### config.mk
export PLATFORM = sky130hd
export DESIGN_NAME = windowed_moving_average_highpass
export DESIGN_NICKNAME = d
export VERILOG_FILES = /design/src/hdl/wmahp_pkg.sv /design/src/hdl/windowed_moving_average_highpass.sv /design/src/hdl/wmahp_resq.sv
export SDC_FILE = /design/constraint.sdc
export NUM_CORES = 1
export LEC_CHECK = 0
export ABC_AREA = 1
export BUFFER_PORTS_ARGS = -buffer_cell sky130_fd_sc_hd__buf_2
export CORE_MARGIN = 2
export CORE_UTILIZATION = 55
export DETAILED_ROUTE_END_ITERATION = 8
export GPL_ROUTABILITY_DRIVEN = 0
export PLACE_DENSITY = 0.72
export SLEW_MARGIN = 20
export SYNTH_ARGS = -nofsm -noshare
export SYNTH_HDL_FRONTEND = slang
export SYNTH_SLANG_ARGS = --single-unit
### constraint.sdc
create_clock -name clk -period 11.6 [get_ports clk]
set_input_delay 2.32 -clock clk [delete_from_list [all_inputs] [get_ports clk]]
set_output_delay 2.32 -clock clk [all_outputs]
set_load 0.05 [all_outputs]
### src/hdl/wmahp_pkg.sv
// shared types and widths for the windowed moving-average high-pass filter
// no dependencies; used by wmahp_resq and windowed_moving_average_highpass
`default_nettype none

package wmahp_pkg;

  localparam int SAMPLE_W = 16;
  localparam int POS_W    = 7;
  // exact result width: 4*x - sum of four samples
  localparam int EXACT_W  = 19;
  // result queue depth and its pointer and count widths
  localparam int QUEUE_D  = 4;
  localparam int QPTR_W   = 2;
  localparam int QCNT_W   = 3;

  typedef logic signed [SAMPLE_W-1:0] sample_t;
  typedef logic signed [EXACT_W-1:0]  exact_t;

  typedef struct packed {
    logic signed [SAMPLE_W-1:0] filtered;
    logic [POS_W-1:0]           position;
    logic                       last;
    logic                       wrapped;
  } res_t;

  // push request into the result queue: zero, one or two results
  typedef struct packed {
    logic [1:0] num;
    res_t       first;
    res_t       second;
  } push_t;

endpackage

`default_nettype wire

### src/hdl/windowed_moving_average_highpass.sv
// each result is written into the result queue on the beat that causes it and offered from the queue head
// throughput: one sample per cycle while in_stall is low; the beat after a full window gives two results
// in_stall rises while the four-entry result queue holds more than two results
// reset (rst_n low, synchronous) clears the delay line, window count and queue
// depends on wmahp_pkg and wmahp_resq
`default_nettype none

module windowed_moving_average_highpass #(
  parameter int WINDOW_LENGTH = 128
) (
  input  wire logic        clk,
  input  wire logic        rst_n,
  input  wire logic        in_valid,
  output logic             in_stall,
  input  wire logic [15:0] in_sample,
  output logic             out_valid,
  input  wire logic        out_stall,
  output logic [15:0]      out_filtered,
  output logic [6:0]       out_position,
  output logic             out_last,
  output logic             out_wrapped
);

  localparam int CW = $clog2(WINDOW_LENGTH + 1);
  localparam int PW = wmahp_pkg::POS_W;
  localparam int EW = wmahp_pkg::EXACT_W;
  localparam int LastPos = WINDOW_LENGTH - 1;
  localparam int PrevPos = WINDOW_LENGTH - 2;

  // delay line, oldest first, and window count
  wmahp_pkg::sample_t a_r, b_r, c_r;
  wmahp_pkg::sample_t a_nxt, b_nxt, c_nxt;
  logic [CW-1:0]      count_r, count_nxt;

  logic                in_acc;
  logic                flush;
  logic                full;
  wmahp_pkg::exact_t   ae, be, ce, se;
  wmahp_pkg::exact_t   e0, e1;
  logic [CW-1:0]       pm2;
  wmahp_pkg::push_t    push;
  wmahp_pkg::res_t     head;
  logic                head_valid;

  assign in_acc = in_valid && !in_stall;
  assign full   = (count_r >= CW'(WINDOW_LENGTH));
  assign flush  = in_acc && full;

  // sign-extend to the exact width; the dropped sample counts as zero
  assign ae = {{(EW-16){a_r[15]}}, a_r};
  assign be = {{(EW-16){b_r[15]}}, b_r};
  assign ce = {{(EW-16){c_r[15]}}, c_r};
  assign se = full ? '0 : {{(EW-16){in_sample[15]}}, in_sample};

  // high-pass results: centred one and, on flush, the final one
  assign e0  = (be <<< 2) - (ae + be + ce + se);
  assign e1  = (ce <<< 2) - (be + ce);
  assign pm2 = count_r - CW'(2);

  always_comb begin
    push.first.filtered  = e0[15:0];
    push.first.position  = full ? PW'(PrevPos) : PW'(pm2);
    push.first.last      = 1'b0;
    push.first.wrapped   = !((e0[EW-1:15] == '0) || (e0[EW-1:15] == '1));
    push.second.filtered = e1[15:0];
    push.second.position = PW'(LastPos);
    push.second.last     = 1'b1;
    push.second.wrapped  = !((e1[EW-1:15] == '0) || (e1[EW-1:15] == '1));
    if (!in_acc) begin
      push.num = 2'd0;
    end else if (full) begin
      push.num = 2'd2;
    end else if (count_r >= CW'(2)) begin
      push.num = 2'd1;
    end else begin
      push.num = 2'd0;
    end
  end

  // delay line and count update
  always_comb begin
    a_nxt     = a_r;
    b_nxt     = b_r;
    c_nxt     = c_r;
    count_nxt = count_r;
    if (flush) begin
      a_nxt     = '0;
      b_nxt     = '0;
      c_nxt     = '0;
      count_nxt = '0;
    end else if (in_acc) begin
      a_nxt     = b_r;
      b_nxt     = c_r;
      c_nxt     = in_sample;
      count_nxt = count_r + CW'(1);
    end
  end

  always_ff @(posedge clk) begin
    if (!rst_n) begin
      a_r     <= '0;
      b_r     <= '0;
      c_r     <= '0;
      count_r <= '0;
    end else begin
      a_r     <= a_nxt;
      b_r     <= b_nxt;
      c_r     <= c_nxt;
      count_r <= count_nxt;
    end
  end

  // result queue parts input from output side
  wmahp_resq u_resq (
    .clk         (clk),
    .rst_n       (rst_n),
    .push        (push),
    .head        (head),
    .head_valid  (head_valid),
    .pop         (!out_stall),
    .nearly_full (in_stall)
  );

  assign out_valid    = head_valid;
  assign out_filtered = head.filtered;
  assign out_position = head.position;
  assign out_last     = head.last;
  assign out_wrapped  = head.wrapped;

  // window count never passes the window length
  a_count_range: assert property (@(posedge clk) disable iff (!rst_n)
    count_r <= CW'(WINDOW_LENGTH))
    else $error("window count out of range");

  // a flush beat restarts the window with a cleared delay line
  a_flush_clears: assert property (@(posedge clk) disable iff (!rst_n)
    flush |=> (count_r == '0) && (a_r == '0) && (b_r == '0) && (c_r == '0))
    else $error("window not restarted after flush");

  // the final result of a window sits at the last position
  a_last_pos: assert property (@(posedge clk) disable iff (!rst_n)
    (out_valid && out_last) |-> (out_position == PW'(LastPos)))
    else $error("last flag on wrong position");

  // a result is offered on the cycle after a flush beat
  a_room: assert property (@(posedge clk) disable iff (!rst_n)
    flush |=> out_valid)
    else $error("flush results not queued");

endmodule

`default_nettype wire

### src/hdl/wmahp_resq.sv
// small result queue, takes up to two results per cycle, gives one per beat
// depends on wmahp_pkg (res_t, push_t, queue sizes)
`default_nettype none

module wmahp_resq (
  input  wire logic            clk,
  input  wire logic            rst_n,
  input  wire wmahp_pkg::push_t push,
  output wmahp_pkg::res_t      head,
  output logic                 head_valid,
  input  wire logic            pop,
  output logic                 nearly_full
);

  localparam int PW = wmahp_pkg::QPTR_W;
  localparam int CW = wmahp_pkg::QCNT_W;

  wmahp_pkg::res_t q_r [wmahp_pkg::QUEUE_D];
  logic [PW-1:0] wr_r, wr_nxt;
  logic [PW-1:0] rd_r, rd_nxt;
  logic [CW-1:0] cnt_r, cnt_nxt;
  logic          do_pop;

  assign head        = q_r[rd_r];
  assign head_valid  = (cnt_r != '0);
  // room for two more results is needed before a new beat may come in
  assign nearly_full = (cnt_r > CW'(wmahp_pkg::QUEUE_D - 2));
  assign do_pop      = pop && head_valid;

  // pointer and count update
  always_comb begin
    wr_nxt  = wr_r + PW'(push.num);
    rd_nxt  = do_pop ? rd_r + PW'(1) : rd_r;
    cnt_nxt = cnt_r + CW'(push.num) - (do_pop ? CW'(1) : CW'(0));
  end

  always_ff @(posedge clk) begin
    if (!rst_n) begin
      wr_r  <= '0;
      rd_r  <= '0;
      cnt_r <= '0;
    end else begin
      wr_r  <= wr_nxt;
      rd_r  <= rd_nxt;
      cnt_r <= cnt_nxt;
    end
  end

  // entry storage, no reset needed
  always_ff @(posedge clk) begin
    if (push.num != 2'd0) begin
      q_r[wr_r] <= push.first;
    end
    if (push.num == 2'd2) begin
      q_r[wr_r + PW'(1)] <= push.second;
    end
  end

endmodule

`default_nettype wire

# Yosys cells after proc, flatten, opt, wreduce, memory -nomap -nowiden
# Memories as Yosys holds them, arrays and structs flattened. A register that Yosys moved wholly into a read port is not among the register bits.
# Index checks and enable logic that the tools add are counted.
op_classes:
  bitwise: 1
  magnitude_cmp: 3
  muxes: 12
  n_reduce_logical: 14
  add_sub_neg: 13
  n_eq_ne: 3
ops:
  columns: ["op", "count"]
  rows:
  - ["$add 16x16->17", 2]
  - ["$add 18x19->19", 1]
  - ["$mux 19", 1]
  - ["$sub 18x17->19", 1]
  - ["$sub 18x19->19", 1]
  - ["$add 17x16->18", 1]
  - ["$add 8x1->8 const B", 1]
  - ["$eq 4x4->1 const B", 2]
  - ["$ge 8x2->1 const B", 1]
  - ["$ge 8x8->1 const B", 1]
  - ["$logic_not 4->1", 2]
  - ["$mux 2", 4]
  - ["$mux 7", 1]
  - ["$sub 7x2->7 const B", 1]
  - ["$mux 1", 6]
  - ["$add 2x1->2 const B", 2]
  - ["$logic_not 1->1", 4]
  - ["$add 3x2->3", 1]
  - ["$gt 3x2->1 const B", 1]
  - ["$logic_and 1x1->1", 3]
  - ["$reduce_bool 3->1", 1]
  - ["$sub 3x3->3", 1]
  - ["$add 2x2->2", 1]
  - ["$eq 2x2->1 const B", 1]
  - ["4 further kinds", 5]
word_totals:
  mem_count: 1
  inputBits: 20
  ram_bits: 100
  ff_bits: 63
  elab_cells: 54
  output_inout_bits: 27
memory_table:
  columns: ["name", "words", "width", "read_ports", "rd_clocked_by_memory_dff", "wr", "line_no", "text"]
  rows:
  - ["u_resq.q_r", 4, 25, 1, 1, 2, "wmahp_resq.sv:18", "wmahp_pkg::res_t q_r [wmahp_pkg::QUEUE_D];"]

# Longest topological paths before layout
# Gate-level depths: netlist (run 1).
depth:
  ltp_word: 7
  ltp_mapped: 24
  ltp_nobuf: 24

# Hierarchy
# Synthesis (run 1) repeated with hierarchy kept, for this count alone.
unflattened:
  cells_unflattened: 1395
  area_unflattened_um2: 11781.3
modules_own_cells:
  columns: ["module", "area_per_inst_um2", "seq_area_each_um2", "n_inst", "cells_each"]
  rows:
  - ["windowed_moving_average_highpass", 6062.1, 1121.1, 1, 840]
  - ["wmahp_resq", 5719.2, 3183.1, 1, 555]

# Worst setup path after synthesis (run 1)
# OpenSTA, ideal clock, no wires.
synth_path:
  kind: "in2reg"
  from: "input port in_sample[5]"
  to: "memory u_resq.q_r[3][0] in the netlist's numbering (data pin)"
  arrival_ns: 5.220
  path_buffers: 0
  setup_time_ns: 0.253
  path_stages: 19
  path_slack_ns: 6.127
  required_ns: 11.347
  path_cell_list: "inv_1 -> nor2_1 -> fa_1 -> fa_1 -> fa_1 -> inv_1 -> ha_1 -> nand2_1 -> inv_1 -> a21oi_1 -> nand2_1 -> nand2_1 -> nand2_1 -> nand2_1 -> nand2_2 -> nor2_1 -> nand3_2 -> nand3_1 -> nand2_1"
synth_rtl:
  columns: ["element", "line_no", "text"]
  rows:
  - ["from (decl)", "windowed_moving_average_highpass.sv:15", "input wire logic [15:0] in_sample,"]
  - ["to (decl)", "wmahp_resq.sv:18", null]

==> metrics.md, run 1 <==
| Metric | Value |
|---|---|
| Status | completed |
| # rows | 51 |
| Setup TNS | 0 ps |
| Mux share of post-synthesis cell area | 0% |
| Min-Delay Path Class | register to register |
| Syn_nets | 1562 |
| DRC viols | 0 |
| Synth Flop Type | dfxtp_1 |
| Synth async-reset ratio | 0% |
| Nets | 1585 |
| Synth unique cells | 41 |
| Dominant cells by area after synthesis | edfxtp_1 18%, dfxtp_1 18%, nand2_1 13% |
| Cts repair resizes | 0 |
| Share of the synthesized area in the top cell type | 18.4% |
| Setup violations, final | 0 |
| Clk sinks | 165 |
| Antenna violations before repair | 0 |
| Critical path, cell by cell | buf_2 > inv_1 > nor2_1 > fa_1 > fa_1 > fa_1 > inv_1 > ha_1 > nand2_1 > inv_1 > a21oi_1 > nand3_1 > a21oi_1 > xor2_1 > o21ai_0 |
| DIE AREA | 0.0213 sq mm |
| DRT Wirelength | 27300 um |
| Warnings from Yosys | 0 |
| Mean post-synth cell area | 7.80 sq um |
| Worst-margin pin slew | 1060 ps |
| Max-Cap Viols | 0 |
| Final HPWL DP | 19100 um |
| Main combinational cell family by area after synthesis | simple AND/OR/NAND/NOR gates |
| Share of cells above drive strength 1 | 8.16% |
| Leakage | 5.55 nW |
| Cell taking the most area after synthesis | edfxtp_1 |
| DR WL/cell | 15.8 um |
| Compound-cell area share of the yosys netlist | 12.0% |
| Die Y | 146 um |
| CP Data Required Time | 11770 ps |
| Met3 routed WL | 1810 um |
| Antenna Nets Post-Route | 0 |
| Wl on met1 | 11100 um |
| DR vias | 9474 |
| Largest net degree at the start of global routing | 57 |
| Total CTS buffers | 17 |
| Total track usage | 26.7% |
| Starting Density | 56.4% |
| Post-CTS setup buffers | 0 |
| Highest Signal Layer | met4 |
| WP data arrival | 5720 ps |
| Adder-cell share of the synthesized area | 18.0% |
| Port bufs | 46 |
| Clk_skew | 17.0 ps |
| Crit path buf inv count | 4 |
| Final hold viol count | 0 |
| Crit start category | input port |
| Max Root-Sink Buffers | 2 |
| RSZ-0062 raised after global routing | false |
| Vias/cell | 5.50 |
| Core Region | 0.0197 sq mm |
| Simple-gate share of the synthesized area | 23.1% |
| Placed cells | 1691 |
| First-pass GRT wire length | 45600 um |
| Worst path top cell family by delay | adder cells |
| Period Utilization, post-route | 47.8% |
| 1st-pass router iterations | 5 |
| # hold bufs at CTS | 0 |
| Gr ovfl total | 0 |
| Slew Viols, Final | 0 |
| Post-synth EDFFs | 68 |
| CP Max Fanout | 4 |
| FMAX | 180 MHz |
| Ports | 47 |
| Register area share after synthesis | 35.9% |
| Reg clk slew, reported paths | 80 ps |
| Worst Setup End Kind | register |
| Horiz. Die Dim | 146 um |
| Cells after Synth | 1422 |
| DR WL met2 | 13800 um |
| P&R area growth vs syn | 9.12% |
| Syn Std Cell Area | 0.0111 sq mm |
| Cell Count, Final, Fillers Out | 1723 |
| Vias in the first global route | 9204 |
| #FFs+latches synth | 165 |
| Rel. slew slack | 29.0% |
| Clock insertion delay at the later pin of the skew report | 450 ps |
| CTS tree | built |
| Clock Tree Root | clkbuf_16 |
| Critical path's slowest cell | fa_1 |
| P per Cell Area | 254 mW/mm^2 |
| Min cycle time layout | 5550 ps |
| Htree depth | 4 |
| Post-synthesis xor/xnor area fraction | 2.13% |
| Crit-path max cell delay | 510 ps |
| Initial DRC Count | 841 |
| Kind of critical path | input port to register |
| VDD IR max | 133 uV |
| Ant diodes | 0 |
==> worst min-delay path: stages, from the launching register on <==
cell     delay (ps)
dfxtp_1         310
nand2_1          60
nand2_1          40
==> per-stage QoR <==
step | setup slack (ps) | util [%] | hold WS, ps | power, mW | instance area [sq um]
2_1_floorplan | 6130 | - | 414 | 2.05 | 11100
3_3_place_gp | 5670 | 58.4 | 427 | 2.44 | 11500
3_5_place_dp | 5670 | 58.4 | 429 | 2.47 | 11500
5_1_grt | 5790 | 61.6 | 473 | 3.32 | 12100
4_1_cts | 6090 | 61.6 | 448 | 3.06 | 12100
6_report | 6050 | 61.6 | 449 | 3.07 | 12100
==> routing by layer <==
metal | global-route usage [%] | vias up
met5 | 0 | -
met4 | 9.71 | 0
met3 | 4.20 | 46
met2 | 47.2 | 358
met1 | 33.1 | 4448
li1 | - | 4622
==> synth_stat cells (4+ instances only) <==
| master | number |
|---|---|
| edfxtp_1 | 68 |
| inv_1 | 192 |
| nor2_1 | 124 |
| nor3_1 | 6 |
| clkbuf_1 | 28 |
| a31oi_1 | 5 |
| o21bai_1 | 4 |
| inv_2 | 9 |
| o22ai_1 | 60 |
| buf_2 | 16 |
| nand2_2 | 5 |
| fa_1 | 66 |
| xnor2_1 | 15 |
| nand3_1 | 64 |
| o21ai_0 | 74 |
| xor2_1 | 12 |
| nand2_1 | 392 |
| o211ai_1 | 4 |
| a21oi_1 | 89 |
| dfxtp_1 | 97 |
| nand3_2 | 5 |
| ha_1 | 54 |
==> final cells by class <==
cell class	instances	area (sq um)
Fill cell	1806	7560
Multi-Input combinational cell	1006	6120
Sequential cell	165	3980
Inverter	202	758
Clock buffer	18	450
Tap cell	265	332
Timing Repair Buffer	53	283
Clock inverter	14	174
==> where the power goes <==
group	total, mW	switching, mW	internal [mW]	leakage [nW]
Sequential	0.709	0.0466	0.662	1.44
Combinational	1.78	1.23	0.547	3.81
Clock	0.586	0.281	0.305	0.301
==> worst paths after layout <==
path | from | to | slack (ps) | cells past startpoint
worst min-delay path | u_resq.q_r[0][1]$_SDFFE_PP1P_ | u_resq.q_r[0][1]$_SDFFE_PP1P_ | 450 | 2
worst max register to register | count_r[7]$_SDFFE_PP0P_ | u_resq.q_r[2][0]$_DFFE_PP_ | 7360 | 20
worst min register to register | u_resq.q_r[0][1]$_SDFFE_PP1P_ | u_resq.q_r[0][1]$_SDFFE_PP1P_ | 450 | 2
worst max-delay path | in_sample[9] | u_resq.q_r[0][23]$_DFFE_PP_ | 6050 | 15
==> sequential cells by signal (all words and copies together), names as in the netlist, named ones only <==
register      flops
u_resq.cnt_r      3
c_r              16
count_r           8
u_resq.rd_r       2
u_resq.wr_r       2
a_r              16
u_resq.q_r      100
b_r              16
==> cells by family (layout without fill, tap and decap cells) <==
group | Yosys count | after routing
xor gates and xnor gates | 27 | 27
and+or+nand+nor | 618 | 618
AOI/OAI and AO/OA | 241 | 241
DFF | 165 | 165
adders and majority gates | 120 | 120
buffers and inverters | 251 | 287
==> placed cells by master, fill, tap and decap left out, types with 15 or more instances in the layout <==
| master | count |
|---|---|
| nand2_1 | 391 |
| inv_1 | 192 |
| nor2_1 | 124 |
| dfxtp_1 | 97 |
| a21oi_1 | 89 |
| o21ai_0 | 74 |
| edfxtp_1 | 68 |
| fa_1 | 66 |
| nand3_1 | 64 |
| o22ai_1 | 60 |
| ha_1 | 54 |
| buf_2 | 46 |
| clkbuf_16 | 18 |
| xnor2_1 | 15 |
(Power assumes the default switching activity.)
==> inputs of run 2 (changes only) <==
- ABC_AREA: 1 -> 0
- PLACE_DENSITY: 0.72 -> 0.75
- clock period: 11.6 -> 4.54 ns (I/O delays scaled with it)
==> run 2 against run 1 <==
Wire length decreased by 12%; die area decreased by 7.1%; global-route usage decreased by 1.8 points; cell count decreased by 21%; highest routed layer unchanged; register-to-register slack got worse by 7200 ps; via count decreased by 16%; sequential power increased to 2.6 times the previous value.
==> metrics.md, run 2 <==
| Metric | Value |
|---|---|
| Status | completed |
| Max Root-Sink Buffers | 2 (unchanged) |
| Max reg flops | 100 (unchanged) |
| Synth cell count leaders | 158 x nand2_1, 105 x inv_1, 97 x dfxtp_1 |
| DR WL/cell | 17.8 um (+12%) |
| Min-Delay Path Class | register to register |
| Crit-path most repeated cell | fa_1 |
| Vias in the first global route | 7808 (-15%) |
| Warnings from Yosys | 0 (unchanged) |
| DR WL met2 | 11400 um (-17%) |
| Crit start category | input port |
| Core Region | 0.0181 sq mm (-7.7%) |
| Antenna Nets Post-Route | 0 (unchanged) |
| Die Y | 141 um (-3.6%) |
| Largest net degree at the start of global routing | 57 (unchanged) |
| P&R area growth vs syn | 17.4% |
| Clk_skew | 10.2 ps (-6.77 ps) |
| Met3 routed WL | 1600 um (-12%) |
| Crit-path max cell delay | 530 ps (+20 ps) |
| Cell taking the most area after synthesis | edfxtp_1 |
| Most common cell in the netlist | nand2_1 |
| RSZ-0062 raised after global routing | true |
| Commonest non-fill, non-tap cell in the layout | nand2_1 |
| Mean post-synth cell area | 10.0 sq um (+29%) |
| Clock insertion delay at the later pin of the skew report | 440 ps (about the same) |
| Total track usage | 24.8% (-1.8 points) |
| DR vias | 7977 (-16%) |
| 1st-pass router iterations | 6 (+1) |
| Final HPWL DP | 16200 um (-15%) |
| Wl on met1 | 10600 um (-3.8%) |
| Final hold viol count | 0 (unchanged) |
| Most frequent cells in the layout | 157 x nand2_1, 104 x inv_1, 96 x dfxtp_1 |
| Ports | 47 (unchanged) |
| R2r setup slk | 170 ps (-7190 ps) |
| Initial DRC Count | 668 (-21%) |
| Dominant cells by area after synthesis | edfxtp_1 20%, dfxtp_1 19%, fa_1 13% |
| Critical path, cell by cell | buf_6 > nor2b_4 > fa_1 > fa_1 > fa_1 > inv_2 > ha_4 > a211oi_2 > nand3_2 > nor3_4 > o31ai_4 > o41ai_4 > buf_6 > xnor2_4 > nand2_1 > o211ai_1 > a32oi_2 > o2bb2ai_1 |
| Register area share after synthesis | 38.8% (+2.8 points) |
| Crit path buf inv count | 3 (-1) |
| Design area | 0.0121 sq mm (-0.24%) |
| DRC viols | 0 (unchanged) |
| Port bufs | 46 (unchanged) |
| Total CTS buffers | 17 (unchanged) |
| Share of cells above drive strength 1 | 20.0% (+12 points) |
| Period Utilization, post-route | 98.4% |
| Rel. slew slack | 30.3% (+1.3 points) |
| Min cycle time layout | 4470 ps |
| Layout fillers | 1375 (-24%) |
| Reg clk slew, reported paths | 80 ps (about the same) |
| Syn Std Cell Area | 0.0103 sq mm (-7.3%) |
| Syn_nets | 1164 (-25%) |
| CP Data Required Time | 4710 ps (-7060 ps) |
| P per Cell Area | 717 mW/mm^2 (+180%) |
| Max-Cap Viols | 0 (unchanged) |
| DP Area | 0.0112 sq mm (-2.3%) |
| CP Max Fanout | 7 (+3) |
| Setup violations, final | 0 (unchanged) |
| FMAX | 224 MHz |
| Power consumption | 8.66 mW (+180%) |
| Slew Viols, Final | 0 (unchanged) |
| Synth async-reset ratio | 0% (unchanged) |
| Share of the synthesized area in the top cell type | 19.9% (+1.5 points) |
| DRT Wirelength | 24100 um (-12%) |
| # hold bufs at CTS | 0 (unchanged) |
| Critical path's slowest cell | fa_1 |
| Ant diodes | 0 (unchanged) |
| DIE AREA | 0.0198 sq mm (-7.1%) |
| VDD IR max | 496 uV (+270%) |
| Worst path top cell family by delay | adder cells |
| Cells after Synth | 1024 (-28%) |
| Kind of critical path | input port to register |
| Highest Signal Layer | met4 |
| CTS tree | built |
| Clk sinks | 165 (unchanged) |
| Biggest register | u_resq.q_r |
| Post-synth EDFFs | 68 (unchanged) |
| Nets | 1256 (-21%) |
| WP data arrival | 4640 ps (-1080 ps) |
| Antenna violations before repair | 0 (unchanged) |
| #FFs+latches synth | 165 (unchanged) |
| Htree depth | 4 (unchanged) |
| Clock Tree Root | clkbuf_16 |
| Starting Density | 56.6% (+0.22 points) |
| Vias/cell | 5.87 (+6.8%) |
| Synth Flop Type | dfxtp_1 |
| Synth unique cells | 52 (+27%) |
| Leakage | 4.86 nW (-12%) |
| Horiz. Die Dim | 141 um (-3.6%) |
| Gr ovfl total | 0 (unchanged) |
| First-pass GRT wire length | 39000 um (-14%) |
| # rows | 49 (-3.9%) |
| Worst Setup End Kind | register |
| Worst-margin pin slew | 1040 ps (-19.3 ps) |
==> run 2: changes by cell type in the layout (fill, tap and decap cells not counted), moves of 9 or more <==
cell | before | now
mux4_2 | 0 | 25
nand3_1 | 64 | 13
o211ai_1 | 4 | 26
buf_4 | 7 | 75
nor2_1 | 124 | 25
a21oi_1 | 89 | 72
xnor2_1 | 15 | 24
xor2_1 | 12 | 23
nor2b_1 | 0 | 14
inv_1 | 192 | 104
o21ai_0 | 74 | 27
nand2_1 | 391 | 157
==> run 2: power breakdown <==
part,internal (mW),leakage [nW],switching [mW]
combinational,2.27,3.14,3.09
clock,0.756,0.302,0.728
sequential,1.70,1.42,0.114
total,4.73,4.86,3.93
==> run 2: through the flow <==
step / setup WS, ps / std cells / utilization (%) / setup TNS [ps] / hold slack, ps
after global routing: -105 / 1358 / 66.5 / -409 / 477
after CTS: 5.90 / 1353 / 65.3 / 0 / 447
after global placement: -398 / 1321 / 61.8 / -4130 / 428
after detailed placement: -475 / 1321 / 61.8 / -5510 / 435
after floorplan: -225 / 1024 / - / -897 / 418
final: 71.0 / 1358 / 66.5 / 0 / 445
==> run 2: logic make-up (layout without fill, tap and decap cells) <==
family | after synthesis | in the layout | share of synthesized area [%]
AOI/OAI and AO/OA | 244 | 244 | 14.9
xor gates and xnor gates | 48 | 48 | 4.09
adders and majority gates | 120 | 120 | 19.4
buffers and inverters | 154 | 259 | 5.63
DFF | 165 | 165 | 38.8
muxes | 27 | 27 | 5.67
and+or+nand+nor | 266 | 266 | 11.5
==> run 2: timing repair <==
item / in CTS / in global routing
setup buffers: 0 / 5
hold endpoints to repair: 0 / 0
resized for setup: 3 / 33
pin swaps: 1 / 32
endpoints found under the setup margin: 4 / 11
==> run 2: final timing paths <==
check                                start  cells past startpoint                       endpoint
min          u_resq.q_r[1][1]$_SDFFE_PP1P_                      2  u_resq.q_r[1][1]$_SDFFE_PP1P_
min reg2reg  u_resq.q_r[1][1]$_SDFFE_PP1P_                      2  u_resq.q_r[1][1]$_SDFFE_PP1P_
max reg2reg        count_r[7]$_SDFFE_PP0P_                     16     u_resq.q_r[1][0]$_DFFE_PP_
max                           in_sample[8]                     18     u_resq.q_r[1][0]$_DFFE_PP_
==> run 2: layout make-up <==
| type | instances | area (sq um) | area share, % |
|---|---|---|---|
| clock inverter | 15 | 199 | 1.65 |
| multi-input combinational | 705 | 5970 | 49.4 |
| inverter | 105 | 394 | 3.27 |
| clock buffer | 17 | 425 | 3.52 |
| sequential | 165 | 3990 | 33.0 |
| tap | 229 | 287 | 2.37 |
| timing repair buffer | 122 | 811 | 6.72 |
==> run 2: worst register-to-register path, delay by kind of cell, from the launching register on <==
kind,cells,cell delay [ps]
AO/OA/AOI/OAI,7,1330
AND/OR/NAND/NOR,2,230
flip-flops,1,460
adder cells (fa/ha/maj),4,1770
buffers and inverters,2,230
XOR/XNOR,1,90
==> run 2: metal layers <==
| metal | GRT usage, % | vias up |
|---|---|---|
| li1 | - | 3754 |
| met1 | 35.2 | 3842 |
| met2 | 39.4 | 332 |
| met3 | 4.25 | 49 |
| met4 | 8.00 | 0 |
| met5 | 0 | - |
